$ cat config.mk
export PLATFORM = sky130hd
export DESIGN_NAME = cfr_queue
export DESIGN_NICKNAME = d
export VERILOG_FILES = /design/src/design/cfr_pkg.sv /design/src/design/cfr_queue.sv
export SDC_FILE = /design/constraint.sdc
export NUM_CORES = 1
export LEC_CHECK = 0
export ABC_CLOCK_PERIOD_IN_PS = 40100
export BUFFER_PORTS_ARGS = -buffer_cell sky130_fd_sc_hd__clkbuf_2
export CAP_MARGIN = 25
export CORE_AREA = 2 2 275 277
export CTS_CLUSTER_SIZE = 8
export DETAILED_ROUTE_END_ITERATION = 8
export DIE_AREA = 0 0 277 279
export PLACE_DENSITY = 0.64
export SYNTH_ARGS = -nofsm -noshare
export SYNTH_HDL_FRONTEND = slang
export SYNTH_SLANG_ARGS = --single-unit
$ cat constraint.sdc
create_clock -name clk_i -period 40.1 [get_ports clk_i]
set_input_delay 6.015 -clock clk_i [delete_from_list [all_inputs] [get_ports clk_i]]
set_output_delay 6.015 -clock clk_i [all_outputs]
set_load 0.01 [all_outputs]
$ cat src/design/cfr_pkg.sv
package cfr_pkg;

  localparam int unsigned RING_SAMPLES = 4096;
  localparam int unsigned MAX_CHANNELS = 8;
  localparam int unsigned FRAME_SLOTS  = 8;
  localparam int unsigned SLOT_W       = 3;
  localparam int unsigned IDX_W        = $clog2(RING_SAMPLES);
  localparam int unsigned CNT_W        = $clog2(RING_SAMPLES + 1);
  localparam int unsigned CH_W         = 4;
  localparam int unsigned FILL_W       = 13;
  localparam int unsigned SAMPLE_W     = 32;
  localparam int unsigned QUEUE_DEPTH  = 2;

  typedef enum logic [0:0] {
    CMD_WRITE = 1'b0,
    CMD_READ  = 1'b1
  } cmd_e;

  typedef enum logic [1:0] {
    OP_NONE,
    OP_WRITE,
    OP_READ
  } op_kind_e;

  typedef enum logic [1:0] {
    ST_IDLE,
    ST_WRITE,
    ST_READ,
    ST_DONE
  } back_state_e;

  typedef struct packed {
    logic                cmd;
    logic [SAMPLE_W-1:0] sample_0;
    logic [SAMPLE_W-1:0] sample_1;
    logic [SAMPLE_W-1:0] sample_2;
    logic [SAMPLE_W-1:0] sample_3;
    logic [SAMPLE_W-1:0] sample_4;
    logic [SAMPLE_W-1:0] sample_5;
    logic [SAMPLE_W-1:0] sample_6;
    logic [SAMPLE_W-1:0] sample_7;
  } cfr_in_t;

  typedef struct packed {
    logic                read_valid;
    logic [SAMPLE_W-1:0] read_sample;
    logic                frame_dropped;
    logic [FILL_W-1:0]   fill_level;
    logic [31:0]         dropped_total;
  } cfr_out_t;

  typedef struct packed {
    op_kind_e         kind;
    logic [CH_W-1:0]  ch;
    logic [IDX_W-1:0] addr;
    cfr_in_t          frame;
    cfr_out_t         res;
  } cfr_op_t;

endpackage

$ cat src/design/cfr_queue.sv
module cfr_queue import cfr_pkg::*; (
  input  logic    clk_i,
  input  logic    rst_ni,
  input  logic    push_i,
  input  cfr_op_t push_op_i,
  output logic    full_o,
  input  logic    pop_i,
  output logic    valid_o,
  output cfr_op_t pop_op_o
);

  localparam int unsigned PTR_W = $clog2(QUEUE_DEPTH);
  localparam int unsigned QCNT_W = $clog2(QUEUE_DEPTH + 1);

  cfr_op_t             mem_q [QUEUE_DEPTH];
  logic [PTR_W-1:0]    wptr_q, wptr_d;
  logic [PTR_W-1:0]    rptr_q, rptr_d;
  logic [QCNT_W-1:0]   cnt_q, cnt_d;

  assign full_o   = (cnt_q == QCNT_W'(QUEUE_DEPTH));
  assign valid_o  = (cnt_q != '0);
  assign pop_op_o = mem_q[rptr_q];

  always_comb begin
    wptr_d = wptr_q;
    rptr_d = rptr_q;
    cnt_d  = cnt_q;
    if (push_i) begin
      wptr_d = (wptr_q == PTR_W'(QUEUE_DEPTH - 1)) ? '0 : wptr_q + 1'b1;
    end
    if (pop_i) begin
      rptr_d = (rptr_q == PTR_W'(QUEUE_DEPTH - 1)) ? '0 : rptr_q + 1'b1;
    end
    if (push_i && !pop_i) begin
      cnt_d = cnt_q + 1'b1;
    end else if (pop_i && !push_i) begin
      cnt_d = cnt_q - 1'b1;
    end
  end

  always_ff @(posedge clk_i or negedge rst_ni) begin
    if (!rst_ni) begin
      wptr_q <= '0;
      rptr_q <= '0;
      cnt_q  <= '0;
    end else begin
      wptr_q <= wptr_d;
      rptr_q <= rptr_d;
      cnt_q  <= cnt_d;
    end
  end

  always_ff @(posedge clk_i) begin
    if (push_i) begin
      mem_q[wptr_q] <= push_op_i;
    end
  end

endmodule

==> reports/metrics.yaml, run 1 <==
post_cts_buffers: 0
yosysSeqAreaShare_pct: 77.7
numPortBuffers: 713
holdBufCountCts: 0
htree_levels: 3
cp-start-kind: "flop"
crit_path_end_kind: "primary output"
finalNonFillerCells: 2895
vias_per_cell: 4.60
reg2reg_depth: 4
max_freq_mhz: 88.8
dp_slack_ps: 29460
ctsRootBufferMaster: "clkbuf_16"
synth.top_cells.by_count: "edfxtp_1 (708), mux2_4 (349), buf_12 (33)"
grt_first_pass_wirelength_mm: 87.2
synth_edf_count: 708
irDropWorstVdd_mv: 0.0436
nets: 2266
min_period_ps: 11260
critical-path-slowest-cell: "dfrtp_4"
syn_area_um2: 27500
skew_ps: 36.3
ys_warn_count: 0
rows: 100
antenna_found_initial: 10
cp_cell_sequence: "buf_4 -> buf_4 -> buf_4 -> buf_4 -> mux2_4 -> clkbuf_2"
relSlewSlack_pct: 27.4
max_stage_delay_ps: 940
setup_tns_ps: 0
initial_core_util_pct: 37.1
status: "complete, no violations"
synth_seq_cells: 712
wl_mm: 59.8
synth-main-ff-cell: "edfxtp_1"
grt_max_degree: 150
multiInputGateArea_um2: 5390
path_max_fanout: 48
crit_family: "buffers and inverters"
ys_types: 14
clock-sinks: 712
p_leak_uw: 0.0140
area_growth_pct: 25.2
maxSlewViolCount: 0
rsz0062_at_grt: "false"
postRouteAntennaNets: 0
cp.required_ps: 34080
synth_top_area_cell: "edfxtp_1"
syn_nets: 1477
synth_top_area_share_pct: 77.4
hold_viol: 0
powerDensity_nw_per_um2: 73.8
die_w_um: 277
synthArstFlopShare_pct: 0.562
cp_num_cells: 6
drv_cap: 0
layout_setup_ws_ps: 28840
gp_congestion: 0.790
clk_pin_slew_ps: 50
dp.cells: 2774
hold_depth: 1
seqCellArea_um2: 21400
syn_inst: 1118
place_hpwl_mm: 41.8
hold-worst-slack_ps: 517
path_buf_inv: 5
setup_viol: 0
grtUsageTotal_pct: 15.0
fin_crit_sh_pct: 28.1
drive_gt1_share_pct: 62.1
die_h_um: 279
hp-class: "flop to flop"
post_cts_resized: 0
dieArea_um2: 77300
avgRoutedWirePerCell_um: 20.7
synth_most_common_cell: "edfxtp_1"
cts_tree: "built"
crit_type: "flop to primary output"
insertion_delay_ps: 630
drtIter0Drc: 703
grt_pass1_vias: 14400
cts_buffer_depth: 3
cpMostUsedCell: "buf_4"
cts_buffers: 99
core-area_um2: 74100
grt_overflow_total: 0
remaining_drc_errors: 0
avgSynthCellArea_um2: 24.6
n_fill_cell: 6318
tightest_slew_ps: 1090
io_pins: 714
arrival_ps: 5240
synthTopCellsByArea: "edfxtp_1 (77%), mux2_4 (19%), buf_12 (2.4%)"
num_vias: 13300
first_pass_iters: 5
[metal layers]
layer | track usage, % | up-vias | routed length (um)
li1 | - | 6038 | -
met4 | 5.96 | 10 | 1830
met1 | 15.6 | 6591 | 20800
met5 | 0 | - | 67
met2 | 26.4 | 564 | 30900
met3 | 6.55 | 128 | 6330
[sequential cells by signal, summed over array words and instances (netlist names)]
| register | cells |
|---|---|
| rptr_q | 1 |
| cnt_q | 2 |
| wptr_q | 1 |
| mem_q | 708 |
[power breakdown]
group,total (uW),switching (uW),internal (uW)
sequential,1040,44.5,991
combinational,773,394,379
clock,731,285,445
[worst paths after layout]
path | startpoint | endpoint | slack, ps
setup reg to reg | wptr_q | mem_q[0][84] | 36120
hold / removal | cnt_q[1] | cnt_q[1] | 520
min in group asynchronous | rst_ni | wptr_q | 5180
setup / recovery | rptr_q | pop_op_o[213] | 28840
max in group asynchronous | rst_ni | rptr_q | 34770
hold reg to reg | cnt_q[1] | cnt_q[1] | 520
[logic make-up (layout without fill, tap and decap cells)]
logic type               count (synthesis)  after routing  synth area share [%]
XOR/XNOR                                 5              5                 0.159
adder cells (fa/ha/maj)                  1              1                0.0455
buffers and inverters                   41            845                  2.70
flip-flops                             712            712                  77.7
multiplexers                           354            354                  19.3
other                                    0              4                     0
AND/OR/NAND/NOR                          5              5                 0.105
[metrics by stage]
stage	total power [uW]	area [um^2]	utilization, %
floorplan	1690	27500	-
detailed placement	1830	31700	42.8
global route	2650	34400	46.4
finish	2540	34400	46.4
CTS	2580	34400	46.4
global placement	1820	31700	42.8
[layout by cell type (no fill, tap or decap), drive strengths merged]
| master | count |
|---|---|
| buf | 15 |
| nor2b | 2 |
| ha | 1 |
| xnor2 | 1 |
| and2 | 1 |
| dfrtp | 4 |
| mux2 | 354 |
| or2 | 1 |
| edfxtp | 708 |
| clkinv | 5 |
| inv | 2 |
| clkbuf | 823 |
| diode | 4 |
| xor2 | 4 |
| nor2 | 1 |
[cell type report]
type,instances,area share (%)
antenna,4,0.0291
clock buffer,110,7.47
clock inverter,6,0.346
inverter,1,0.0109
multi-input combinational,365,15.7
sequential,712,62.1
tap,969,3.52
timing repair buffer,728,10.8
Power figures use the tool's default switching activity.
==> run 2, diff against run 1 <==
Settings changed: ABC_AREA set to 1, ABC_CLOCK_PERIOD_IN_PS 40100 to 11100.
Clock period 40.1 ns to 11.1 ns, I/O delays scaled along.
==> run 2 against run 1 <==
Area after synthesis hardly changed. Final cell count is 0.31% higher. Worst setup slack worse by 23000 ps. Non-clock buffer count is 5 lower. Combinational power grew to 3.7 times the previous value. Clock power grew to 3.6 times the previous value.
==> reports/metrics.yaml, run 2 <==
status: "complete, no violations"
cts_tree: "built"
largest-register: "mem_q"
remaining_drc_errors: 0
antenna_found_initial: 11
intPower_uw: 6560
netSwitchingFraction_pct: 28.5
dp.cells: 2778
setup_viol: 0
fin_crit_sh_pct: 48.3
dr.max_layer_used: "met5"
grt_first_pass_wirelength_mm: 87.6
ys_warn_count: 0
die_w_um: 277
p_seq_share_pct: 40.6
area_growth_pct: 25.1
rsz0062_at_grt: "false"
tightest_slew_ps: 1080
p_comb_share_pct: 30.9
layout_commonest_cell: "clkbuf_2"
reg2reg_depth: 3
drive_gt1_share_pct: 61.5
insertion_delay_ps: 620
vias_per_cell: 4.59
grt_pass1_vias: 14600
cts_buffer_depth: 3
grt_overflow_total: 0
finalNonFillerCells: 2904
synth_most_common_cell: "edfxtp_1"
place_hpwl_mm: 41.6
path_max_fanout: 121
synth_top_area_cell: "edfxtp_1"
max_freq_mhz: 186
initial_core_util_pct: 37.1
synth-main-ff-cell: "edfxtp_1"
post_cts_buffers: 0
wl_mm: 59.9
numPortBuffers: 713
synth.top_cells.by_count: "edfxtp_1 (708), mux2_4 (349), buf_12 (33)"
syn_nets: 1486
crit_type: "flop to primary output"
postRouteAntennaNets: 0
synth_seq_cells: 712
clock-sinks: 712
synth_edf_count: 708
multiInputGateArea_um2: 5380
avgSynthCellArea_um2: 24.4
post_cts_resized: 0
n_fill_cell: 6336
holdBufCountCts: 0
hp-class: "flop to flop"
pwr-share-clk_pct: 28.5
avgRoutedWirePerCell_um: 20.6
relSlewSlack_pct: 28.0
irDropWorstVdd_mv: 0.178
cp-start-kind: "flop"
cp.required_ps: 9440
drtIter0Drc: 674
first_pass_iters: 4
nets: 2270
p_sw_uw: 2610
yosysSeqAreaShare_pct: 77.7
ys_types: 14
htree_levels: 3
synth_top_area_share_pct: 77.3
arrival_ps: 3700
clk_pin_slew_ps: 50
grtUsageTotal_pct: 15.1
die_h_um: 279
synthArstFlopShare_pct: 0.562
wl_met3_mm: 5.87
maxSlewViolCount: 0
syn_inst: 1127
skew_ps: 21.9
final_cell_mix: "clkbuf_2 (713), edfxtp_1 (708), mux2_4 (349)"
num_vias: 13300
syn_area_um2: 27500
core-area_um2: 74100
dieArea_um2: 77300
crit_path_end_kind: "primary output"
p_leak_uw: 0.0140
m1WireLength_mm: 21.0
hold_depth: 2
largest_register_ffs: 708
setup_tns_ps: 0
wl_met2_mm: 31.2
seqCellArea_um2: 21400
cts_buffers: 99
top_regs: "mem_q: 708 flops, cnt_q: 2 flops"
drv_cap: 0
io_pins: 714
powerDensity_nw_per_um2: 266
hold_viol: 0
synthTopCellsByArea: "edfxtp_1 (77%), mux2_4 (19%), buf_12 (2.4%)"
ctsRootBufferMaster: "clkbuf_16"
grt_max_degree: 150
gp_congestion: 0.798
rows: 100
min_period_ps: 5360
[run 2: through the flow]
| step | utilization, % | worst slack, ps | power [uW] | hold WS [ps] | instance area, um^2 |
|---|---|---|---|---|---|
| after global placement | 42.8 | 6480 | 6590 | 454 | 31700 |
| final | 46.5 | 5740 | 9170 | 506 | 34400 |
| after detailed placement | 42.8 | 6450 | 6640 | 491 | 31700 |
| after CTS | 46.4 | 5740 | 9300 | 505 | 34400 |
| after floorplan | - | 1850 | 5980 | 442 | 27500 |
| after global routing | 46.5 | 5600 | 9570 | 551 | 34400 |
[run 2: layout make-up]
cell class                 count  area share (%)
inverter                       7          0.0982
antenna                        6          0.0436
multi-input combinational    368            15.6
timing repair buffer         723            10.8
clock inverter                 7           0.375
tap                          969            3.52
sequential                   712            62.1
clock buffer                 112            7.40
[run 2: cell families (layout without fill, tap and decap cells)]
logic type	Yosys count	in the layout	synth area share [%]
fa+ha+maj	1	1	0.0455
other cells	0	6	0
buf+inv	47	849	2.78
xor+xnor	3	3	0.0956
simple gates	10	10	0.150
flops	712	712	77.7
mux	354	354	19.3
[run 2: final timing paths]
| check | slack, ps | start | endpoint |
|---|---|---|---|
| max | 5740 | rptr_q | pop_op_o[120] |
| min | 510 | cnt_q[1] | cnt_q[1] |
| max reg2reg | 8050 | wptr_q | mem_q[0][213] |
| min reg2reg | 510 | cnt_q[1] | cnt_q[1] |
| max in group asynchronous | 10120 | rst_ni | rptr_q |
| min in group asynchronous | 840 | rst_ni | rptr_q |
[run 2: metal layers]
layer,track usage [%],vias up
met1,15.5,6611
met5,0,-
li1,-,6042
met3,6.50,119
met2,26.7,548
met4,6.59,8
[run 2: critical path, cell delays in order (launching register included)]
cell      delay [ps]
dfrtp_4          710
buf_12           630
buf_4            880
mux2_4           360
clkbuf_2         130
[run 2: power groups by stage]
stage	Combinational [uW]	Sequential, uW	Clock [uW]
floorplan	2130	3850	0
global placement	2840	3750	0
detailed placement	2860	3780	0
CTS	2870	3730	2700
global route	3000	3770	2800
finish	2830	3720	2610
