### config.mk
export PLATFORM = sky130hd
export DESIGN_NAME = cfr_front
export DESIGN_NICKNAME = d
export VERILOG_FILES = /design/src/design/cfr_pkg.sv /design/src/design/cfr_front.sv
export SDC_FILE = /design/constraint.sdc
export NUM_CORES = 1
export LEC_CHECK = 0
export BUFFER_PORTS_ARGS = -buffer_cell sky130_fd_sc_hd__buf_4
export CORE_AREA = 2 2 246 248
export CTS_CLUSTER_DIAMETER = 100
export DETAILED_ROUTE_END_ITERATION = 10
export DIE_AREA = 0 0 248 250
export PLACE_DENSITY = 0.34
export SLEW_MARGIN = 10
export SYNTH_ARGS = -nofsm -noshare
export SYNTH_HDL_FRONTEND = slang
export SYNTH_SLANG_ARGS = --single-unit
### constraint.sdc
create_clock -name clk_i -period 4.1 [get_ports clk_i]
set_input_delay 0.615 -clock clk_i [delete_from_list [all_inputs] [get_ports clk_i]]
set_output_delay 0.615 -clock clk_i [all_outputs]
set_load 0.1 [all_outputs]
### src/design/cfr_pkg.sv
package cfr_pkg;

  localparam int unsigned RING_SAMPLES = 4096;
  localparam int unsigned MAX_CHANNELS = 8;
  localparam int unsigned FRAME_SLOTS  = 8;
  localparam int unsigned SLOT_W       = 3;
  localparam int unsigned IDX_W        = $clog2(RING_SAMPLES);
  localparam int unsigned CNT_W        = $clog2(RING_SAMPLES + 1);
  localparam int unsigned CH_W         = 4;
  localparam int unsigned FILL_W       = 13;
  localparam int unsigned SAMPLE_W     = 32;
  localparam int unsigned QUEUE_DEPTH  = 2;

  typedef enum logic [0:0] {
    CMD_WRITE = 1'b0,
    CMD_READ  = 1'b1
  } cmd_e;

  typedef enum logic [1:0] {
    OP_NONE,
    OP_WRITE,
    OP_READ
  } op_kind_e;

  typedef enum logic [1:0] {
    ST_IDLE,
    ST_WRITE,
    ST_READ,
    ST_DONE
  } back_state_e;

  typedef struct packed {
    logic                cmd;
    logic [SAMPLE_W-1:0] sample_0;
    logic [SAMPLE_W-1:0] sample_1;
    logic [SAMPLE_W-1:0] sample_2;
    logic [SAMPLE_W-1:0] sample_3;
    logic [SAMPLE_W-1:0] sample_4;
    logic [SAMPLE_W-1:0] sample_5;
    logic [SAMPLE_W-1:0] sample_6;
    logic [SAMPLE_W-1:0] sample_7;
  } cfr_in_t;

  typedef struct packed {
    logic                read_valid;
    logic [SAMPLE_W-1:0] read_sample;
    logic                frame_dropped;
    logic [FILL_W-1:0]   fill_level;
    logic [31:0]         dropped_total;
  } cfr_out_t;

  typedef struct packed {
    op_kind_e         kind;
    logic [CH_W-1:0]  ch;
    logic [IDX_W-1:0] addr;
    cfr_in_t          frame;
    cfr_out_t         res;
  } cfr_op_t;

endpackage

### src/design/cfr_front.sv
module cfr_front import cfr_pkg::*; (
  input  logic            clk_i,
  input  logic            rst_ni,
  input  logic            in_valid_i,
  output logic            in_ready_o,
  input  cfr_in_t         in_word_i,
  input  logic            cfg_valid_i,
  output logic            cfg_ready_o,
  input  logic [CH_W-1:0] cfg_data_i,
  output logic            push_o,
  output cfr_op_t         push_op_o,
  input  logic            full_i
);

  logic [CH_W-1:0]  frame_channels_q;
  logic [IDX_W-1:0] wr_idx_q, wr_idx_d;
  logic [IDX_W-1:0] rd_idx_q, rd_idx_d;
  logic [CNT_W-1:0] count_q, count_d;
  logic [31:0]      drop_q, drop_d;

  logic [CH_W-1:0]  ch;
  logic [CNT_W-1:0] space;
  logic             fits;
  logic [IDX_W:0]   wsum;
  logic             accept;

  assign in_ready_o  = !full_i;
  assign cfg_ready_o = 1'b1;
  assign accept      = in_valid_i && !full_i;
  assign push_o      = accept;

  always_comb begin
    if (frame_channels_q == '0) begin
      ch = CH_W'(1);
    end else if (frame_channels_q > CH_W'(MAX_CHANNELS)) begin
      ch = CH_W'(MAX_CHANNELS);
    end else begin
      ch = frame_channels_q;
    end
    space = CNT_W'(RING_SAMPLES) - count_q;
    fits  = (CNT_W'(ch) <= space);
    wsum  = (IDX_W + 1)'(wr_idx_q) + (IDX_W + 1)'(ch);
    if (wsum >= (IDX_W + 1)'(RING_SAMPLES)) begin
      wsum = wsum - (IDX_W + 1)'(RING_SAMPLES);
    end
  end

  always_comb begin
    wr_idx_d = wr_idx_q;
    rd_idx_d = rd_idx_q;
    count_d  = count_q;
    drop_d   = drop_q;
    push_op_o.kind  = OP_NONE;
    push_op_o.ch    = ch;
    push_op_o.addr  = wr_idx_q;
    push_op_o.frame = in_word_i;
    push_op_o.res.read_valid    = 1'b0;
    push_op_o.res.read_sample   = '0;
    push_op_o.res.frame_dropped = 1'b0;
    if (in_word_i.cmd == CMD_WRITE) begin
      if (fits) begin
        push_op_o.kind = OP_WRITE;
        wr_idx_d = IDX_W'(wsum);
        count_d  = count_q + CNT_W'(ch);
      end else begin
        push_op_o.res.frame_dropped = 1'b1;
        if (drop_q != '1) begin
          drop_d = drop_q + 1'b1;
        end
      end
    end else begin
      push_op_o.addr = rd_idx_q;
      if (count_q != '0) begin
        push_op_o.kind = OP_READ;
        push_op_o.res.read_valid = 1'b1;
        rd_idx_d = (rd_idx_q == IDX_W'(RING_SAMPLES - 1)) ? '0 : rd_idx_q + 1'b1;
        count_d  = count_q - 1'b1;
      end
    end
    push_op_o.res.fill_level    = FILL_W'(count_d);
    push_op_o.res.dropped_total = drop_d;
  end

  always_ff @(posedge clk_i or negedge rst_ni) begin
    if (!rst_ni) begin
      frame_channels_q <= CH_W'(1);
      wr_idx_q <= '0;
      rd_idx_q <= '0;
      count_q  <= '0;
      drop_q   <= '0;
    end else begin
      if (cfg_valid_i) begin
        frame_channels_q <= cfg_data_i;
      end
      if (accept) begin
        wr_idx_q <= wr_idx_d;
        rd_idx_q <= rd_idx_d;
        count_q  <= count_d;
        drop_q   <= drop_d;
      end
    end
  end

endmodule

==> results of run 1 <==
## cell families (layout without fill, tap and decap cells)
logic type	Yosys count	in the layout	share of synthesized area, %
compound gates	80	80	7.348
xor+xnor	94	94	10.79
fa+ha+maj	16	16	2.493
buf+inv	337	152	31.24
flops	73	73	23.96
mux	25	25	3.641
other cells	2	33	0.09845
simple gates	292	292	20.42
## placed cells by master (no fill, tap or decap), drive strengths merged, types with 5 or more instances in the layout
master and instances:
a21o 5, a21oi 16, and3 19, and4 6, buf 123, clkbuf 12, conb 33, dfrtp 72
ha 12, inv 11, mux2 22, nand2 64, nand2b 6, nand3 40, nand4 26, nor2 72
nor2b 6, nor3 18, nor3b 6, o21ai 14, or3 8, or4 6, xnor2 57, xor2 37
## flip-flops by register name, indices dropped and copies added, names as in the netlist
register          flops
frame_channels_q      4
wr_idx_q             12
count_q              13
rd_idx_q             12
drop_q               32
## metal layers
metal	global-route usage (%)	vias to the layer above
met5	0.1590	-
met2	14.74	274
met3	4.291	108
li1	-	2458
met4	3.541	0
met1	9.775	2575
## timing repair
action,CTS,global route
pin swaps,2,17
setup buffers,2,6
gates cloned,0,1
gates resized for setup,38,115
setup endpoints to repair,35,45
## power by group through the flow
stage | Clock, mW | Sequential (mW) | Combinational (mW)
floorplan | 0 | 0.934 | 3.15
global placement | 0 | 0.997 | 2.56
detailed placement | 0 | 0.997 | 2.56
CTS | 0.867 | 0.986 | 2.64
global route | 0.896 | 1.02 | 3.06
finish | 0.818 | 0.994 | 2.89
## cell type report
cell class                 instances  area, µm²  area share [%]
clock buffer                      11      232.7           2.599
tap                              782      978.4           10.93
multi-input combinational        540       4459           49.80
sequential                        73       1833           20.47
inverter                          12      46.29          0.5170
clock inverter                     5      56.30          0.6288
timing repair buffer             124       1348           15.05
## through the flow
| stage | total power [mW] | hold slack [ns] | setup TNS, ns |
|---|---|---|---|
| after floorplan | 4.081 | 0.3194 | -0.2538 |
| after global placement | 3.553 | 0.4689 | 0 |
| after detailed placement | 3.552 | 0.4743 | 0 |
| after CTS | 4.492 | 0.3971 | -0.002825 |
| after global routing | 4.974 | 0.4188 | -0.6634 |
| final | 4.701 | 0.3553 | 0 |
## worst max-delay path: stages, from the launching register on
cell and delay, ns:
dfrtp_1 0.42, or3_4 0.40, xnor2_2 0.14, ha_1 0.30, o21a_1 0.14, nor2_2 0.06, or4_4 0.54, nor3_4 0.23
buf_6 0.12, buf_12 0.12, nand4_1 0.20, xnor2_4 0.24, buf_12 0.19
## worst max path at each step
stage                                    start            end  slack, ns
2_1_floorplan  frame_channels_q[0]$_DFFE_PN1P_  push_op_o[33]       -0.1
3_3_place_gp            count_q[1]$_DFFE_PN0P_   push_op_o[9]       0.22
3_5_place_dp            count_q[1]$_DFFE_PN0P_  push_op_o[13]       0.20
4_1_cts                 count_q[1]$_DFFE_PN0P_  push_op_o[13]     -0.003
5_1_grt                 count_q[1]$_DFFE_PN0P_  push_op_o[21]      -0.11
6_report                count_q[1]$_DFFE_PN0P_  push_op_o[21]       0.03
==> results.sh, run 1 <==
export IMPL_outcome="complete, no violations"
export IMPL_r2r_slack_ns=0.89
export IMPL_arrival_ns=3.45
export IMPL_synth_area_mm2=0.007629
export IMPL_p_per_area_mw_per_mm2=525.1
export IMPL_r2r_start="count_q[1]$_DFFE_PN0P_"
export IMPL_die_area_mm2=0.06200
export IMPL_reg2reg_to="drop_q[1]$_DFFE_PN0P_"
export IMPL_clockPowerShare_pct=17.4
export IMPL_power_internal_mw=2.267
export IMPL_gp_congestion=0.7823
export IMPL_synthFlopType="dfrtp_1"
export IMPL_seq_power_share_pct=21.1
export IMPL_syn_inst=919
export IMPL_via_per_inst=3.500
export IMPL_routed_wl_um=28750
export IMPL_dpl_cell_area_mm2=0.007959
export IMPL_final_max_slew_viol_count=0
export IMPL_synth_top_cells_by_area="buf_4, dfrtp_1, xnor2_1"
export IMPL_cts_max_path_buffers=2
export IMPL_final_nets=1038
export IMPL_die_w_um=248
export IMPL_combinationalPowerShare_pct=61.5
export IMPL_crit_path_start_kind="register"
export IMPL_design_core_area_mm2=0.05957
export IMPL_maxCapViolations=0
export IMPL_numCtsBuffers=9
export IMPL_clk_latency_ns=0.35
export IMPL_wl_met3_um=2774
export IMPL_ant_nets=0
export IMPL_grt_pass1_vias=5304
export IMPL_dp_slack_ns=0.1951
export IMPL_hp_class="input port to async pin"
export IMPL_synth_most_common_cell="buf_4"
export IMPL_cp_end_kind="output pin"
export IMPL_switching_share_pct=51.77
export IMPL_critPathMaxFanout=10
export IMPL_synth_common_cells="buf_4, dfrtp_1, nand2_1, nor2_1, xnor2_1"
export IMPL_final_util_pct=15.03
export IMPL_path_class="register to output pin"
export IMPL_met2_length_um=14070
export IMPL_ys_types=70
export IMPL_placed_cells=1522
export IMPL_routed_top_layer="met4"
export IMPL_synth_async_reset_ratio_pct=100.0
export IMPL_leakage_nw=3.509
export IMPL_fill_cells=6648
export IMPL_antenna_cells=0
export IMPL_synth_top_area_share_pct=28.74
export IMPL_grt_max_degree=57
export IMPL_timing_final_crit_share_pct=99.21
export IMPL_holdBufCountCts=0
export IMPL_switching_power_mw=2.434
export IMPL_tightest_slew_ns=0.8617
export IMPL_final_hold_viol_count=0
export IMPL_wl_per_cell_um=18.58
export IMPL_cts_tree="built"
export IMPL_grt_ovfl_total=0
export IMPL_min_period_ns=4.068
export IMPL_ys_seq_area_share_pct=23.96
export IMPL_hpwl_um=23100
export IMPL_start_util_pct=12.81
export IMPL_setup_viol=0
export IMPL_m1WireLength_um=10890
export IMPL_timing_final_ws_setup_ns=0.03243
export IMPL_fp_dieH_um=250
export IMPL_grt_setup_unrepaired="true"
export IMPL_antenna_found_initial=0
export IMPL_fmax_ghz=0.2458
export IMPL_finalNonFillerCells=1547
export IMPL_portBuffers=77
export IMPL_synth_avg_cell_area_um2=8.301
export IMPL_syn_to_final_growth_pct=17.37
export IMPL_cts_sinks=73
export IMPL_cts_max_level=3
export IMPL_ir_worst_vdd_uv=278.2
export IMPL_rows=90
export IMPL_dr_pass1_iters=5
export IMPL_first_iter_violations=311
export IMPL_drive_gt1_share_pct=36.34
export IMPL_grt_use_total_pct=8.935
export IMPL_via_count=5415
export IMPL_drc=0
export IMPL_final_area_mm2=0.008954
export IMPL_reg2reg_depth=9
export IMPL_synth_seq_cells=73
export IMPL_finClkSkew_ns=0.009542
export IMPL_synth_edf_count=0
export IMPL_ios=623
export IMPL_grt_pass1_wl_um=39710
export IMPL_path_clk_slew_ns=0.06
export IMPL_yosysTopAreaCell="buf_4"
export IMPL_slew_headroom_pct=42.56
export IMPL_cts_root_buf="clkbuf_16"
export IMPL_cp_required_ns=3.48
export IMPL_ys_warn_count=0
Note: power is estimated with default switching activity, not from simulation.
==> run 2: changes to the inputs <==
PLACE_DENSITY = 0.42   (was 0.34)
==> results.sh, run 2 (synthesized netlist as in run 1, its figures left out) <==
export IMPL_outcome="finished, violations left"
export IMPL_violations="setup timing"
export IMPL_antenna_found_initial=0
export IMPL_leakage_nw=3.425
export IMPL_cts_root_buf="clkbuf_16"
export IMPL_largest_register="drop_q"
export IMPL_path_class="register to output pin"
export IMPL_crit_path_max_incr_delay_ns=0.59
export IMPL_cts_max_path_buffers=2
export IMPL_grt_pass1_wl_um=38210
export IMPL_via_count=5528
export IMPL_portBuffers=77
export IMPL_cts_tree="built"
export IMPL_grt_pass1_vias=5355
export IMPL_maxCapViolations=0
export IMPL_path_clk_slew_ns=0.06
export IMPL_final_max_slew_viol_count=0
export IMPL_grt_max_degree=52
export IMPL_clk_latency_ns=0.35
export IMPL_grt_ovfl_total=0
export IMPL_dp_slack_ns=0.2262
export IMPL_numCtsBuffers=9
export IMPL_cp_end_kind="output pin"
export IMPL_hpwl_um=22110
export IMPL_finalNonFillerCells=1546
export IMPL_largest_reg_flops=32
export IMPL_gp_congestion=0.8176
export IMPL_wl_per_cell_um=17.55
export IMPL_crit_path_start_kind="register"
export IMPL_die_area_mm2=0.06200
export IMPL_hp_class="input port to async pin"
export IMPL_tns_ns=-0.002437
export IMPL_fp_dieH_um=250
export IMPL_crit_slowest_cell="or4_4"
export IMPL_power_total_mw=4.556
export IMPL_syn_to_final_growth_pct=14.58
export IMPL_final_nets=1037
export IMPL_first_iter_violations=292
export IMPL_critPathMaxFanout=8
export IMPL_arrival_ns=3.49
export IMPL_grt_use_total_pct=8.465
export IMPL_die_w_um=248
export IMPL_switching_power_mw=2.365
export IMPL_slew_headroom_pct=50.93
export IMPL_ios=623
export IMPL_mostFrequentLayoutCells="buf_4, dfrtp_1, nand2_1"
export IMPL_critPathMostFrequentCell="or4_4"
export IMPL_largestRegisters="drop_q (32), count_q (13)"
export IMPL_cts_max_level=3
export IMPL_fill_cells=6686
export IMPL_tightest_slew_ns=0.7361
export IMPL_grt_setup_unrepaired="true"
export IMPL_dr_pass1_iters=4
export IMPL_cts_sinks=73
export IMPL_timing_final_ws_setup_ns=-0.002437
export IMPL_min_period_ns=4.102
export IMPL_placed_cells=1519
export IMPL_setup_viol=1
export IMPL_clockPowerShare_pct=17.6
export IMPL_routed_wl_um=27130
export IMPL_drive_gt1_share_pct=35.34
export IMPL_start_util_pct=12.81
export IMPL_timing_final_crit_share_pct=100.1
export IMPL_rows=90
export IMPL_drc=0
export IMPL_fmax_ghz=0.2438
export IMPL_final_common_cell="buf_4"
export IMPL_holdBufCountCts=0
export IMPL_dpl_cell_area_mm2=0.007924
export IMPL_path_cells="or4_4 -> nor4_4 -> a31oi_4 -> or4_4 -> nor3_4 -> buf_6 -> nand4_1 -> xnor2_4 -> buf_12"
export IMPL_final_hold_viol_count=0
export IMPL_seq_power_share_pct=22.1
export IMPL_combinationalPowerShare_pct=60.3
export IMPL_antenna_cells=0
export IMPL_power_internal_mw=2.191
export IMPL_ant_nets=0
export IMPL_cp_required_ns=3.48
export IMPL_switching_share_pct=51.91
export IMPL_ir_worst_vdd_uv=273.2
export IMPL_design_core_area_mm2=0.05957
export IMPL_finClkSkew_ns=0.005858
export IMPL_final_area_mm2=0.008741
export IMPL_p_per_area_mw_per_mm2=521.2
export IMPL_via_per_inst=3.576
-- run 2: changes by cell type in the layout (fill, tap and decap cells not counted), sizes merged --
cell and delta:
clkbuf +1, clkinv -1, clkinvlp -1
-- run 2: metal layers --
metal  GRT usage (%)  up-vias  share of wire, %
met2           13.92      320                49
li1                -     2459                 -
met4           3.114        4               3.4
met1           9.257     2645                37
met5           1.113        -              0.34
met3           4.151      100                11
-- run 2: worst max-delay path, delay by kind of cell (launching register included) --
family | cells | cell delay, ns
buf+inv | 2 | 0.38
flops | 1 | 0.42
xor+xnor | 1 | 0.25
compound gates | 1 | 0.07
simple gates | 5 | 2.02
-- run 2: layout make-up --
class	count	area [µm²]	share of cell area [%]
clock buffers	13	250.2	2.863
clock inverters	3	40.04	0.4581
inverters	12	48.80	0.5583
multi-input cells	540	4404	50.39
flip-flops and latches	73	1833	20.97
well taps	782	978.4	11.19
repair buffers	123	1186	13.57
-- run 2: power groups by stage --
stage / clock [mW] / combinational, mW / sequential (mW)
final: 0.804 / 2.75 / 1.01
after global routing: 0.869 / 2.91 / 1.03
after CTS: 0.833 / 2.61 / 0.996
after detailed placement: 0 / 2.53 / 1.01
after global placement: 0 / 2.52 / 1.00
after floorplan: 0 / 3.15 / 0.934
-- run 2: worst paths after layout --
check	from	slack [ns]	to	cells past startpoint
min reg2reg	wr_idx_q[11]$_DFFE_PN0P_	0.48	wr_idx_q[11]$_DFFE_PN0P_	1
min	rst_ni	0.29	drop_q[28]$_DFFE_PN0P_	1
max	count_q[4]$_DFFE_PN0P_	-0.002	push_op_o[21]	9
max reg2reg	count_q[4]$_DFFE_PN0P_	0.91	drop_q[1]$_DFFE_PN0P_	7
min in group clk_i	wr_idx_q[11]$_DFFE_PN0P_	0.48	wr_idx_q[11]$_DFFE_PN0P_	1
max in group asynchronous	rst_ni	2.98	drop_q[18]$_DFFE_PN0P_	2
-- run 2: per-stage QoR --
stage	util (%)	hold WS (ns)
6_report	14.67	0.2919
5_1_grt	14.67	0.3465
4_1_cts	14.03	0.3435
3_5_place_dp	13.30	0.4713
3_3_place_gp	13.30	0.4710
2_1_floorplan	-	0.3194
-- run 2: repair_timing --
action                                  4_1_cts  5_1_grt
cloned                                        0        1
pin swaps                                     2       11
buffers inserted                              1        9
endpoints found under the setup margin       39       45
gates resized for setup                      37       81
